`config.mk`:
```
export PLATFORM = sky130hd
export DESIGN_NAME = srtf_preemptive_scheduler_core
export DESIGN_NICKNAME = d
export VERILOG_FILES = /design/src/design/srtf_pkg.sv /design/src/design/srtf_task_table.sv /design/src/design/srtf_preemptive_scheduler_core.sv
export SDC_FILE = /design/constraint.sdc
export NUM_CORES = 1
export LEC_CHECK = 0
export BUFFER_PORTS_ARGS = -buffer_cell sky130_fd_sc_hd__buf_4
export CAP_MARGIN = 15
export CORE_MARGIN = 3
export CORE_UTILIZATION = 55
export CTS_CLUSTER_DIAMETER = 100
export DETAILED_ROUTE_END_ITERATION = 8
export GPL_ROUTABILITY_DRIVEN = 0
export GPL_TIMING_DRIVEN = 0
export PLACE_DENSITY_LB_ADDON = 0.05
export SLEW_MARGIN = 20
export SYNTH_ARGS = -nofsm -noshare
export SYNTH_HDL_FRONTEND = slang
export SYNTH_SLANG_ARGS = --single-unit
```
`constraint.sdc`:
```
create_clock -name clk -period 10.3 [get_ports clk]
set_input_delay 3.09 -clock clk [delete_from_list [all_inputs] [get_ports clk]]
set_output_delay 3.09 -clock clk [all_outputs]
set_load 0.02 [all_outputs]
```
`src/design/srtf_pkg.sv`:
```
package srtf_pkg;

	// default geometry
	localparam int SLOTS_DEF     = 16;
	localparam int TIME_BITS_DEF = 16;

	// fixed widths of the request/result fields
	localparam int FIELD_TIME_W = 16;
	localparam int FIELD_SLOT_W = 4;

	// request kinds
	localparam logic KIND_LOAD = 1'b0;
	localparam logic KIND_TICK = 1'b1;

endpackage

```
`src/design/srtf_task_table.sv`:
```
module srtf_task_table
	import srtf_pkg::*;
#(
	parameter int SLOTS     = SLOTS_DEF,
	parameter int TIME_BITS = TIME_BITS_DEF,
	localparam int IDX_W    = $clog2(SLOTS)
) (
	input  logic                 clk,
	input  logic                 we_load,
	input  logic                 we_rem,
	input  logic [IDX_W-1:0]     waddr,
	input  logic [TIME_BITS-1:0] w_arr,
	input  logic [TIME_BITS-1:0] w_bur,
	input  logic [TIME_BITS-1:0] w_rem,
	input  logic [IDX_W-1:0]     raddr,
	output logic [TIME_BITS-1:0] r_arr,
	output logic [TIME_BITS-1:0] r_bur,
	output logic [TIME_BITS-1:0] r_rem
);

	logic [TIME_BITS-1:0] arr_mem [SLOTS];
	logic [TIME_BITS-1:0] bur_mem [SLOTS];
	logic [TIME_BITS-1:0] rem_mem [SLOTS];

	// load writes a whole entry; a tick only rewrites remaining time
	always_ff @(posedge clk) begin
		if (we_load) begin
			arr_mem[waddr] <= w_arr;
			bur_mem[waddr] <= w_bur;
		end
		if (we_load || we_rem) begin
			rem_mem[waddr] <= w_rem;
		end
	end

	always_ff @(posedge clk) begin
		r_arr <= arr_mem[raddr];
		r_bur <= bur_mem[raddr];
		r_rem <= rem_mem[raddr];
	end

endmodule

```
`src/design/srtf_preemptive_scheduler_core.sv`:
```
// Preemptive shortest-remaining-time-first scheduler.
//
// Input channel (in_valid / in_stall): one request per item. kind = load puts
// a task (arrival, burst) into the next free slot; kind = tick advances time
// by one unit and runs the arrived, unfinished task with the least remaining
// time (ties: earlier arrival, then lower slot).
// Output channel (out_valid / out_stall): exactly one result per request.
//
// Steps: a load goes straight to the emit step. A tick scans one slot a
// cycle through the table's single registered read port, then the update
// steps share one subtractor: UPD when a task was picked, TAT and WAIT
// when it finishes, then EMIT. The next request can be taken once the
// result has entered the output register. in_stall is high while a
// request is in work.
//
// Reset clears time, slot count, finish marks and the previous choice; the
// task table itself is not cleared, only loaded slots are read.
// A stalled result sits in the output register; the next request is still
// accepted and worked on, and its result waits until the register frees.
module srtf_preemptive_scheduler_core
	import srtf_pkg::*;
#(
	parameter int SLOTS     = SLOTS_DEF,
	parameter int TIME_BITS = TIME_BITS_DEF
) (
	input  logic                    clk,
	input  logic                    arst_n,
	input  logic                    in_valid,
	output logic                    in_stall,
	input  logic                    kind,
	input  logic [FIELD_TIME_W-1:0] arrival,
	input  logic [FIELD_TIME_W-1:0] burst,
	output logic                    out_valid,
	input  logic                    out_stall,
	output logic                    accepted,
	output logic [FIELD_TIME_W-1:0] tick_time,
	output logic                    idle,
	output logic [FIELD_SLOT_W-1:0] slot,
	output logic                    new_segment,
	output logic                    finished,
	output logic [FIELD_TIME_W-1:0] completion_time,
	output logic [FIELD_TIME_W-1:0] turnaround,
	output logic [FIELD_TIME_W-1:0] waiting,
	output logic                    all_done
);

	localparam int IDX_W = $clog2(SLOTS);
	localparam int CNT_W = $clog2(SLOTS + 1);
	localparam int CH_W  = $clog2(SLOTS + 2);
	localparam logic [31:0] TMAX32 = 32'((64'd1 << TIME_BITS) - 64'd1);
	localparam logic [TIME_BITS-1:0] TMAX = TMAX32[TIME_BITS-1:0];
	localparam logic [CH_W-1:0] CHOICE_IDLE = CH_W'(SLOTS);
	localparam logic [CH_W-1:0] CHOICE_NONE = CH_W'(SLOTS + 1);

	typedef enum logic [5:0] {
		ST_IDLE = 6'b000001,
		ST_SCAN = 6'b000010,
		ST_UPD  = 6'b000100,
		ST_TAT  = 6'b001000,
		ST_WAIT = 6'b010000,
		ST_EMIT = 6'b100000
	} state_t;

	// saturate a 16-bit field into the time range
	function automatic logic [TIME_BITS-1:0] clamp_time(input logic [FIELD_TIME_W-1:0] v);
		logic [31:0] e;
		e = 32'(v);
		return (e > TMAX32) ? TMAX : e[TIME_BITS-1:0];
	endfunction

	// keep the low bits of a time value for a result field
	function automatic logic [FIELD_TIME_W-1:0] to_field(input logic [TIME_BITS-1:0] t);
		logic [31:0] e;
		e = 32'(t);
		return e[FIELD_TIME_W-1:0];
	endfunction

	state_t state_q;

	// scheduler state
	logic [TIME_BITS-1:0] now_q;
	logic [SLOTS-1:0]     fin_q;
	logic [CNT_W-1:0]     loaded_q;
	logic [CNT_W-1:0]     done_cnt_q;
	logic [CH_W-1:0]      prev_choice_q;
	logic                 started_q;

	// scan
	logic [CNT_W-1:0]     scan_cnt_q;
	logic                 scan_vld_q;
	logic [IDX_W-1:0]     scan_idx_q;
	logic                 have_q;
	logic [IDX_W-1:0]     best_slot_q;
	logic [TIME_BITS-1:0] best_rem_q;
	logic [TIME_BITS-1:0] best_arr_q;
	logic [TIME_BITS-1:0] best_bur_q;
	logic [TIME_BITS-1:0] tat_q;

	// result being built
	logic                 res_acc_q;
	logic [TIME_BITS-1:0] res_tick_q;
	logic                 res_idle_q;
	logic [IDX_W-1:0]     res_slot_q;
	logic                 res_seg_q;
	logic                 res_fin_q;
	logic [TIME_BITS-1:0] res_comp_q;
	logic [TIME_BITS-1:0] res_tat_q;
	logic [TIME_BITS-1:0] res_wait_q;

	// table port
	logic                 tbl_we_load;
	logic                 tbl_we_rem;
	logic [IDX_W-1:0]     tbl_waddr;
	logic [TIME_BITS-1:0] tbl_w_arr;
	logic [TIME_BITS-1:0] tbl_w_bur;
	logic [TIME_BITS-1:0] tbl_w_rem;
	logic [TIME_BITS-1:0] tbl_r_arr;
	logic [TIME_BITS-1:0] tbl_r_bur;
	logic [TIME_BITS-1:0] tbl_r_rem;

	// shared subtractor: decrement, turnaround, waiting
	logic [TIME_BITS-1:0] sub_a;
	logic [TIME_BITS-1:0] sub_b;
	logic [TIME_BITS:0]   sub_res;
	logic                 sub_borrow;

	logic in_acc;
	logic load_ok;
	logic cand_ok;
	logic cand_better;
	logic scan_done;
	logic out_free;
	logic [CH_W-1:0] pick_code;
	logic [TIME_BITS-1:0] new_rem;
	logic [31:0] slot_ext;

	assign in_stall = (state_q != ST_IDLE);
	assign in_acc   = in_valid && !in_stall;
	assign load_ok  = !started_q && (loaded_q < CNT_W'(SLOTS));
	assign out_free = !out_valid || !out_stall;

	always_comb begin
		case (state_q)
			ST_TAT: begin
				sub_a = now_q;
				sub_b = best_arr_q;
			end
			ST_WAIT: begin
				sub_a = tat_q;
				sub_b = best_bur_q;
			end
			default: begin
				sub_a = best_rem_q;
				sub_b = TIME_BITS'(1);
			end
		endcase
	end

	assign sub_res    = {1'b0, sub_a} - {1'b0, sub_b};
	assign sub_borrow = sub_res[TIME_BITS];
	// zero-burst task stays at zero
	assign new_rem    = (best_rem_q == '0) ? '0 : sub_res[TIME_BITS-1:0];

	// candidate from the previous cycle's read
	assign cand_ok = scan_vld_q && !fin_q[scan_idx_q] && (tbl_r_arr <= now_q);
	assign cand_better = !have_q || (tbl_r_rem < best_rem_q) ||
		((tbl_r_rem == best_rem_q) && (tbl_r_arr < best_arr_q));
	assign scan_done = !scan_vld_q && (scan_cnt_q == loaded_q);
	assign pick_code = have_q ? CH_W'(best_slot_q) : CHOICE_IDLE;

	// table write: loads at the fill index, ticks at the picked slot
	assign tbl_we_load = in_acc && (kind == KIND_LOAD) && load_ok;
	assign tbl_we_rem  = (state_q == ST_UPD);
	assign tbl_waddr   = (state_q == ST_UPD) ? best_slot_q : loaded_q[IDX_W-1:0];
	assign tbl_w_arr   = clamp_time(arrival);
	assign tbl_w_bur   = clamp_time(burst);
	assign tbl_w_rem   = (state_q == ST_UPD) ? new_rem : clamp_time(burst);

	srtf_task_table #(
		.SLOTS     (SLOTS),
		.TIME_BITS (TIME_BITS)
	) u_table (
		.clk     (clk),
		.we_load (tbl_we_load),
		.we_rem  (tbl_we_rem),
		.waddr   (tbl_waddr),
		.w_arr   (tbl_w_arr),
		.w_bur   (tbl_w_bur),
		.w_rem   (tbl_w_rem),
		.raddr   (scan_cnt_q[IDX_W-1:0]),
		.r_arr   (tbl_r_arr),
		.r_bur   (tbl_r_bur),
		.r_rem   (tbl_r_rem)
	);

	// control
	always_ff @(posedge clk or negedge arst_n) begin
		if (!arst_n) begin
			state_q       <= ST_IDLE;
			now_q         <= '0;
			fin_q         <= '0;
			loaded_q      <= '0;
			done_cnt_q    <= '0;
			prev_choice_q <= CHOICE_NONE;
			started_q     <= 1'b0;
			scan_cnt_q    <= '0;
			scan_vld_q    <= 1'b0;
			have_q        <= 1'b0;
			out_valid     <= 1'b0;
		end else begin
			if ((state_q == ST_EMIT) && out_free) begin
				out_valid <= 1'b1;
			end else if (!out_stall) begin
				out_valid <= 1'b0;
			end
			case (state_q)
				ST_IDLE: begin
					if (in_acc) begin
						if (kind == KIND_LOAD) begin
							if (load_ok) begin
								fin_q[loaded_q[IDX_W-1:0]] <= 1'b0;
								loaded_q <= loaded_q + 1'b1;
							end
							state_q <= ST_EMIT;
						end else begin
							started_q  <= 1'b1;
							scan_cnt_q <= '0;
							scan_vld_q <= 1'b0;
							have_q     <= 1'b0;
							state_q    <= ST_SCAN;
						end
					end
				end
				ST_SCAN: begin
					// one slot read issued per cycle, compared the next
					if (cand_ok && cand_better) begin
						have_q <= 1'b1;
					end
					if (scan_cnt_q != loaded_q) begin
						scan_vld_q <= 1'b1;
						scan_cnt_q <= scan_cnt_q + 1'b1;
					end else begin
						scan_vld_q <= 1'b0;
					end
					if (scan_done) begin
						prev_choice_q <= pick_code;
						if (now_q != TMAX) begin
							now_q <= now_q + 1'b1;
						end
						state_q <= have_q ? ST_UPD : ST_EMIT;
					end
				end
				ST_UPD: begin
					if (new_rem == '0) begin
						fin_q[best_slot_q] <= 1'b1;
						done_cnt_q <= done_cnt_q + 1'b1;
						state_q <= ST_TAT;
					end else begin
						state_q <= ST_EMIT;
					end
				end
				ST_TAT: begin
					state_q <= ST_WAIT;
				end
				ST_WAIT: begin
					state_q <= ST_EMIT;
				end
				ST_EMIT: begin
					if (out_free) begin
						state_q <= ST_IDLE;
					end
				end
				default: begin
					state_q <= ST_IDLE;
				end
			endcase
		end
	end

	// datapath
	always_ff @(posedge clk) begin
		scan_idx_q <= scan_cnt_q[IDX_W-1:0];
		case (state_q)
			ST_IDLE: begin
				res_acc_q  <= in_acc && (kind == KIND_LOAD) && load_ok;
				res_tick_q <= (in_acc && (kind == KIND_TICK)) ? now_q : '0;
				res_idle_q <= 1'b0;
				res_slot_q <= (in_acc && (kind == KIND_LOAD) && load_ok) ?
					loaded_q[IDX_W-1:0] : '0;
				res_seg_q  <= 1'b0;
				res_fin_q  <= 1'b0;
				res_comp_q <= '0;
				res_tat_q  <= '0;
				res_wait_q <= '0;
			end
			ST_SCAN: begin
				if (cand_ok && cand_better) begin
					best_slot_q <= scan_idx_q;
					best_rem_q  <= tbl_r_rem;
					best_arr_q  <= tbl_r_arr;
					best_bur_q  <= tbl_r_bur;
				end
				if (scan_done) begin
					res_seg_q  <= (pick_code != prev_choice_q);
					res_idle_q <= !have_q;
					if (have_q) begin
						res_slot_q <= best_slot_q;
					end
				end
			end
			ST_UPD: begin
				if (new_rem == '0) begin
					res_fin_q  <= 1'b1;
					res_comp_q <= now_q;
				end
			end
			ST_TAT: begin
				tat_q     <= sub_res[TIME_BITS-1:0];
				res_tat_q <= sub_res[TIME_BITS-1:0];
			end
			ST_WAIT: begin
				// floored at zero once time has saturated
				res_wait_q <= sub_borrow ? '0 : sub_res[TIME_BITS-1:0];
			end
			default: begin
			end
		endcase
	end

	assign slot_ext = 32'(res_slot_q);

	// output register
	always_ff @(posedge clk) begin
		if ((state_q == ST_EMIT) && out_free) begin
			accepted        <= res_acc_q;
			tick_time       <= to_field(res_tick_q);
			idle            <= res_idle_q;
			slot            <= slot_ext[FIELD_SLOT_W-1:0];
			new_segment     <= res_seg_q;
			finished        <= res_fin_q;
			completion_time <= to_field(res_comp_q);
			turnaround      <= to_field(res_tat_q);
			waiting         <= to_field(res_wait_q);
			all_done        <= (done_cnt_q == loaded_q);
		end
	end

endmodule

```
==> impl_metrics.toml, run 1 <==
[run_status]
outcome = "complete, no violations"

[yosys]
synth_area_sq_um = 42790
synth_edf_count = 981
syn_inst = 2227
synth_warnings = 0
synth_nets = 2335
ys.flop_type = "edfxtp_1"
synth_cell_types = 75
yosys_register_bits = 1095
async_flop_share_pct = 5.662
yosys.area.top_type_share_pct = 68.85
synth_area_leaders = "edfxtp_1 69%, mux4_2 13%, dfrtp_1 3.5%, dfxtp_1 2.4%, ha_1 2.0%"
yosys.area.top_type = "edfxtp_1"
syn_avg_cell_area_sq_um = 19.21
synth-seq-area-share_pct = 74.91

[routing]
num_vias = 22350
top_layer_used = "met5"
wl_met1_um = 40970
wl_met3_um = 7580
met2WireLength_um = 50440
dr.pass1.iters = 8
vias_per_cell = 6.104
drc_errors = 0
drt_iter0_markers = 2512
ant_nets = 0
wire_per_inst_um = 28.14
drt-total-wl_um = 103000

[timing]
max_freq_ghz = 0.1314
relSlewSlack_pct = 19.58
setup_tns_ns = 0
period_share_pct = 73.86
fin_crit_ns = 7.608
skew_ns = 0.02725
fin_ws_ns = 2.692
slew_viol_final = 0
rsz0062_at_grt = "false"
setup_viol = 0
tightest_slew_ns = 1.203
hold_viol_final = 0

[clock_network]
clkSinkCount = 1095
cts-hold-fix-buffers = 0
cts.repair.resized = 0
clk_latency_ns = 0.68
cts_root_buf = "clkbuf_16"
cts_tree = "built"
cts_buffers = 107
h-tree-depth = 3
path_clk_slew_ns = 0.06
cts_setup_buffers = 0
cts_buffer_depth = 3

[setup_path]
critPathMaxStageDelay_ns = 0.82
start_kind = "register"
worstPathRequired_ns = 10.59
cp_max_fo = 17
critPathSlowestCell = "o41ai_4"
path_class = "reg2reg"
crit_path_end_kind = "register"
cp.arrival_ns = 7.90
crit_chain = "nor4_1, nand3b_1, inv_2, nor2_1, clkbuf_1, a21oi_1, ha_1, fa_1, nor2b_1, o22a_1, xnor2_1, inv_1, a2111oi_1, nand4_1, or4_4, o41ai_4, nand2_4, nand2_1"

[pwr]
p_sw_share_pct = 25.49
internal-power_uw = 8360
powerDensity_nw_per_um2 = 225.5
clkPwrFrac_pct = 35.4
peakVddDrop_v = 0.0001569
p_switching_uw = 2860
p_total_uw = 11220
pwr-share-seq_pct = 48.4
comb_power_share_pct = 16.2
power.leakage_uw = 0.01662

[die]
die_w_um = 284.9
dieArea_sq_um = 81180
die_h_um = 284.9
core-area_sq_um = 76450
row_count = 101
io_pins = 112
initial_core_util_pct = 55.97

[grt]
grt_pass1_wl_um = 153000
grt_antenna_before_repair = 5
grt_max_degree = 63
grt_util_all_layers_pct = 25.95
grt-ovfl-total = 0
grt_pass1_vias = 22750

[layout]
largest_registers = "u_table.arr_mem: 256 flops, u_table.bur_mem: 256 flops, u_table.rem_mem: 256 flops"
nFillCells = 5217
postLayoutCoreUtil_pct = 65.07
fin_cells = 3661
layout_common_cells = "981 x edfxtp_1, 245 x mux4_2, 166 x buf_4, 111 x clkbuf_16, 107 x nor2_1"
nNetsFinal = 2643
final_common_cell = "edfxtp_1"
areaGrowthSynthToFinish_pct = 16.27
drive_above_1_share_pct = 26.47

[placement]
post-place-ws_ns = 2.736
port_buffers = 111
dp_hpwl_um = 71660
place_inst = 3453

[min_path]
hold_path_class = "reg2reg"

[run]
maxCapViolations = 0
per-stage QoR:
step | hold WS (ns) | area, sq um
finish | 0.3675 | 49750
global route | 0.3784 | 49750
CTS | 0.3690 | 49690
detailed placement | 0.3539 | 46080
global placement | 0.3547 | 44910
floorplan | 0.3455 | 42790
synth_stat cells, types with 8 or more instances:
cell type,n
o21ai_0,78
xor2_1,11
a21oi_1,29
nor2b_1,10
dfxtp_1,52
nand2_1,102
clkbuf_1,71
nand2b_1,11
ha_1,70
a22oi_1,31
o211ai_1,8
xnor2_1,36
nor2_1,127
nor3_1,23
mux4_2,245
edfxtp_1,981
dfrtp_1,59
nand4_1,20
buf_1,23
inv_1,74
nand3_1,22
a21o_1,17
nor4_1,14
nand3b_1,8
power groups by stage:
stage / Combinational (uW) / Sequential (uW) / Clock [uW]
2_1_floorplan: 1160 / 5480 / 0
3_3_place_gp: 1750 / 5510 / 0
3_5_place_dp: 1830 / 5520 / 0
4_1_cts: 1840 / 5430 / 4020
5_1_grt: 1960 / 5460 / 4200
6_report: 1820 / 5430 / 3970
layout make-up:
| type | instances | area [sq um] | area share (%) |
|---|---|---|---|
| sequential | 1095 | 32050 | 64.43 |
| multi-input combinational | 958 | 10330 | 20.77 |
| clock buffer | 139 | 2923 | 5.875 |
| timing repair buffer | 199 | 1784 | 3.586 |
| tap | 1030 | 1289 | 2.590 |
| clock inverter | 64 | 684.4 | 1.376 |
| buffer | 97 | 391.6 | 0.7872 |
| inverter | 77 | 289.0 | 0.5809 |
| antenna | 2 | 5.005 | 0.01006 |
worst max-delay path, delay by kind of cell, from the launching register on:
family / cells / cell delay, ns
adder cells (fa/ha/maj): 2 / 0.71
AO/OA/AOI/OAI: 4 / 1.81
XOR/XNOR: 1 / 0.44
flip-flops: 1 / 0.57
AND/OR/NAND/NOR: 8 / 2.87
buffers and inverters: 3 / 0.84
cell families after synthesis:
group / after synthesis / synth area share, %
mux: 248 / 12.98
simple gates: 367 / 3.983
flops: 1095 / 74.91
xor+xnor: 47 / 0.9620
buf+inv: 174 / 1.535
fa+ha+maj: 71 / 2.094
compound gates: 225 / 3.535
metal layers:
layer	global-route usage (%)	vias up
met1	36.44	11660
met4	9.417	4
met5	0	-
met2	42.23	904
met3	3.749	207
li1	-	9571
worst paths after layout:
| kind | start | endpoint | slack, ns | depth (start not counted) |
|---|---|---|---|---|
| setup / recovery | state_q[0]$_DFFE_PN1P_ | res_comp_q[9]$_SDFFCE_PN0P_ | 2.69 | 18 |
| hold / removal | scan_cnt_q[3]$_DFFE_PN0P_ | scan_idx_q[3]$_DFF_P_ | 0.37 | 0 |
| setup reg to reg | state_q[0]$_DFFE_PN1P_ | res_comp_q[9]$_SDFFCE_PN0P_ | 2.69 | 18 |
| hold reg to reg | scan_cnt_q[3]$_DFFE_PN0P_ | scan_idx_q[3]$_DFF_P_ | 0.37 | 0 |
| max in group asynchronous | arst_n | now_q[13]$_DFFE_PN0P_ | 7.20 | 1 |
| min in group asynchronous | arst_n | fin_q[15]$_DFFE_PN0P_ | 2.51 | 1 |
(Power assumes the default switching activity.)
==> inputs of run 2 (changes only) <==
--- a/config.mk
+++ b/config.mk
@@ -5,6 +5,7 @@
 export SDC_FILE = /design/constraint.sdc
 export NUM_CORES = 1
 export LEC_CHECK = 0
+export ABC_AREA = 1
 export BUFFER_PORTS_ARGS = -buffer_cell sky130_fd_sc_hd__buf_4
 export CAP_MARGIN = 15
 export CORE_MARGIN = 3
==> constraint.sdc (replaced) <==
create_clock -name clk -period 6.7 [get_ports clk]
set_input_delay 2.01 -clock clk [delete_from_list [all_inputs] [get_ports clk]]
set_output_delay 2.01 -clock clk [all_outputs]
set_load 0.02 [all_outputs]
==> run 2 against run 1 <==
  * First-iteration DRC count grew 58%
  * Combinational power grew to 2.6 times the previous value
  * Clock-buffer cell count shrank 9
  * Total power grew 71%
  * Sequential power grew 55%
  * Design area grew 2.6%
  * Wire length grew 29%
  * Setup slack lost 1.9 ns
  * Synthesized cell count grew 59%
  * Non-clock buffer count grew 60
  * Clock skew shrank 0.0032 ns
  * Final cell count grew 36%
  * Critical path type unchanged
  * Highest routed layer is now met4
==> impl_metrics.toml, run 2 <==
[setup_path]
cp.arrival_ns = 6.19
cp_max_fo = 17
reg2reg_to = "res_comp_q[7]$_SDFFCE_PN0P_"
r2r_slack_ns = 0.81
r2r_cells = 15
crit_path_end_kind = "register"
path_class = "reg2reg"
start_kind = "register"
worstPathRequired_ns = 7.00
reg2reg_from = "state_q[3]$_DFFE_PN0P_"

[timing]
hold_viol_final = 0
tightest_slew_ns = 1.168
max_freq_ghz = 0.1699
fin_ws_ns = 0.8130
fin_crit_ns = 5.887
setup_viol = 0
skew_ns = 0.02410
slew_viol_final = 0
period_share_pct = 87.87
relSlewSlack_pct = 22.12
rsz0062_at_grt = "false"

[layout]
drive_above_1_share_pct = 11.46
nNetsFinal = 3926
final_area_sq_um = 51060
nFillCells = 5899
layout_common_cells = "981 x edfxtp_1, 520 x nor2_1, 474 x o21ai_0, 377 x nand2_1, 185 x clkbuf_1"
postLayoutCoreUtil_pct = 64.42
final_common_cell = "edfxtp_1"
largest_registers = "u_table.arr_mem: 256 flops, u_table.bur_mem: 256 flops, u_table.rem_mem: 256 flops"
seq_area_sq_um = 32050
areaGrowthSynthToFinish_pct = 15.54
multi_input_area_sq_um = 10880

[routing]
ant_nets = 0
drc_errors = 0
drt_iter0_markers = 3969
num_vias = 30600
dr.pass1.iters = 6
wire_per_inst_um = 26.88
vias_per_cell = 6.168
drt-total-wl_um = 133400

[clock_network]
cts_root_buf = "clkbuf_16"
cts_buffers = 109
h-tree-depth = 3
cts_setup_buffers = 0
path_clk_slew_ns = 0.06
cts_buffer_depth = 3
clk_latency_ns = 0.68
cts_tree = "built"
cts-hold-fix-buffers = 0
clkSinkCount = 1095
cts.repair.resized = 0

[yosys]
ys_top_cells_by_count = "981 x edfxtp_1, 552 x nor2_1, 484 x o21ai_0"
synth_cell_types = 52
ys.flop_type = "edfxtp_1"
synth_area_leaders = "edfxtp_1 67%, o21ai_0 5.5%, nor2_1 4.7%, dfrtp_1 3.3%, nand2_1 3.2%"
synth-seq-area-share_pct = 72.54
synth_warnings = 0
synth_nets = 3647
yosys.area.top_type = "edfxtp_1"
synth_area_sq_um = 44190
synth_edf_count = 981
syn_avg_cell_area_sq_um = 12.49
async_flop_share_pct = 5.662
yosys_register_bits = 1095
yosys.area.top_type_share_pct = 66.66
syn_inst = 3539
synth_most_common_cell = "edfxtp_1"

[grt]
grt_pass1_vias = 29700
grtUsageMet3_pct = 7.168
grt-ovfl-total = 0
grt_max_degree = 63
busiest_layer = "met2"
use_met2_pct = 50.50
grt_pass1_wl_um = 192700
grt_antenna_before_repair = 5
grt_util_all_layers_pct = 31.82
use_met1_pct = 41.48

[pwr]
peakVddDrop_v = 0.0002325
powerDensity_nw_per_um2 = 375.4
p_total_uw = 19160
power.leakage_uw = 0.01777

[placement]
post-place-ws_ns = 0.9331
port_buffers = 111
placed_area_sq_um = 47560
dp_hpwl_um = 94380

[die]
initial_core_util_pct = 55.75
die_h_um = 289.5
die_w_um = 289.5
dieArea_sq_um = 83780
core-area_sq_um = 79260
row_count = 103
io_pins = 112

[min_path]
hp-start = "scan_cnt_q[2]$_DFFE_PN0P_"
hold_path_class = "reg2reg"
min_path_cells = 0
min_to = "scan_idx_q[2]$_DFF_P_"

[run]
maxCapViolations = 0

[run_status]
outcome = "complete, no violations"
## run 2: critical path, stage by stage, from the launching register on
cell      delay [ns]
dfrtp_1         0.40
nor2_1          0.25
nand2_1         0.13
nor3_2          0.54
inv_1           0.26
nand2_1         0.32
clkbuf_1        0.46
o211ai_1        0.17
ha_1            0.28
fa_1            0.88
inv_1           0.14
o31ai_1         0.35
nand3_1         0.17
nor2_4          0.17
nand4_1         0.30
nand2_1         0.70
## run 2: how the worst max path moves through the flow
| stage | start | endpoint | slack (ns) | depth (start not counted) |
|---|---|---|---|---|
| after floorplan | out_stall | accepted$_DFFE_PP_ | 0.60 | 1 |
| after global placement | out_stall | waiting[4]$_DFFE_PP_ | -0.70 | 2 |
| after detailed placement | state_q[2]$_DFFE_PN0P_ | res_comp_q[2]$_SDFFCE_PN0P_ | 0.93 | 15 |
| after CTS | state_q[2]$_DFFE_PN0P_ | res_comp_q[7]$_SDFFCE_PN0P_ | 0.89 | 15 |
| after global routing | state_q[3]$_DFFE_PN0P_ | res_comp_q[1]$_SDFFCE_PN0P_ | 0.47 | 20 |
| final | state_q[3]$_DFFE_PN0P_ | res_comp_q[7]$_SDFFCE_PN0P_ | 0.81 | 15 |
## run 2: power breakdown
part	internal [uW]	switching [uW]	total (uW)
clock	3390	2580	5970
combinational	1160	3590	4750
sequential	8140	301	8440
## run 2: layout make-up
type                            instances  share of cell area, %
Sequential cell                      1095                  62.78
Multi-Input combinational cell       2055                  21.31
Clock buffer                          130                  5.575
Timing Repair Buffer                  168                  3.575
Tap cell                             1050                  2.573
Inverter                              201                  1.478
Buffer                                188                  1.434
Clock inverter                         73                  1.274
Antenna cell                            1               0.004901
## run 2: cells by family (layout without fill, tap and decap cells)
kind of cell / Yosys count / count (layout) / synth area share (%)
other cells: 0 / 1 / 0
xor+xnor: 32 / 32 / 0.6343
compound gates: 780 / 780 / 10.21
buf+inv: 389 / 760 / 3.361
fa+ha+maj: 71 / 71 / 2.027
simple gates: 1163 / 1163 / 10.97
flops: 1095 / 1095 / 72.54
mux: 9 / 9 / 0.2548
## run 2: layer usage
metal  wire length [um]  part of all wire (%)  vias up
li1                   -                     -    13400
met1              49620                    37    14980
met2              61440                    46     1846
met3              14480                    11      379
met4               7816                   5.9        0
met5                  0                     0        -
## run 2: per-stage QoR
stage	std cells	hold slack [ns]	setup TNS [ns]
finish	4961	0.3809	0
floorplan	3539	0.3454	0
global placement	4700	0.3603	-53.94
global route	4961	0.3908	0
detailed placement	4757	0.3619	0
CTS	4960	0.3701	0
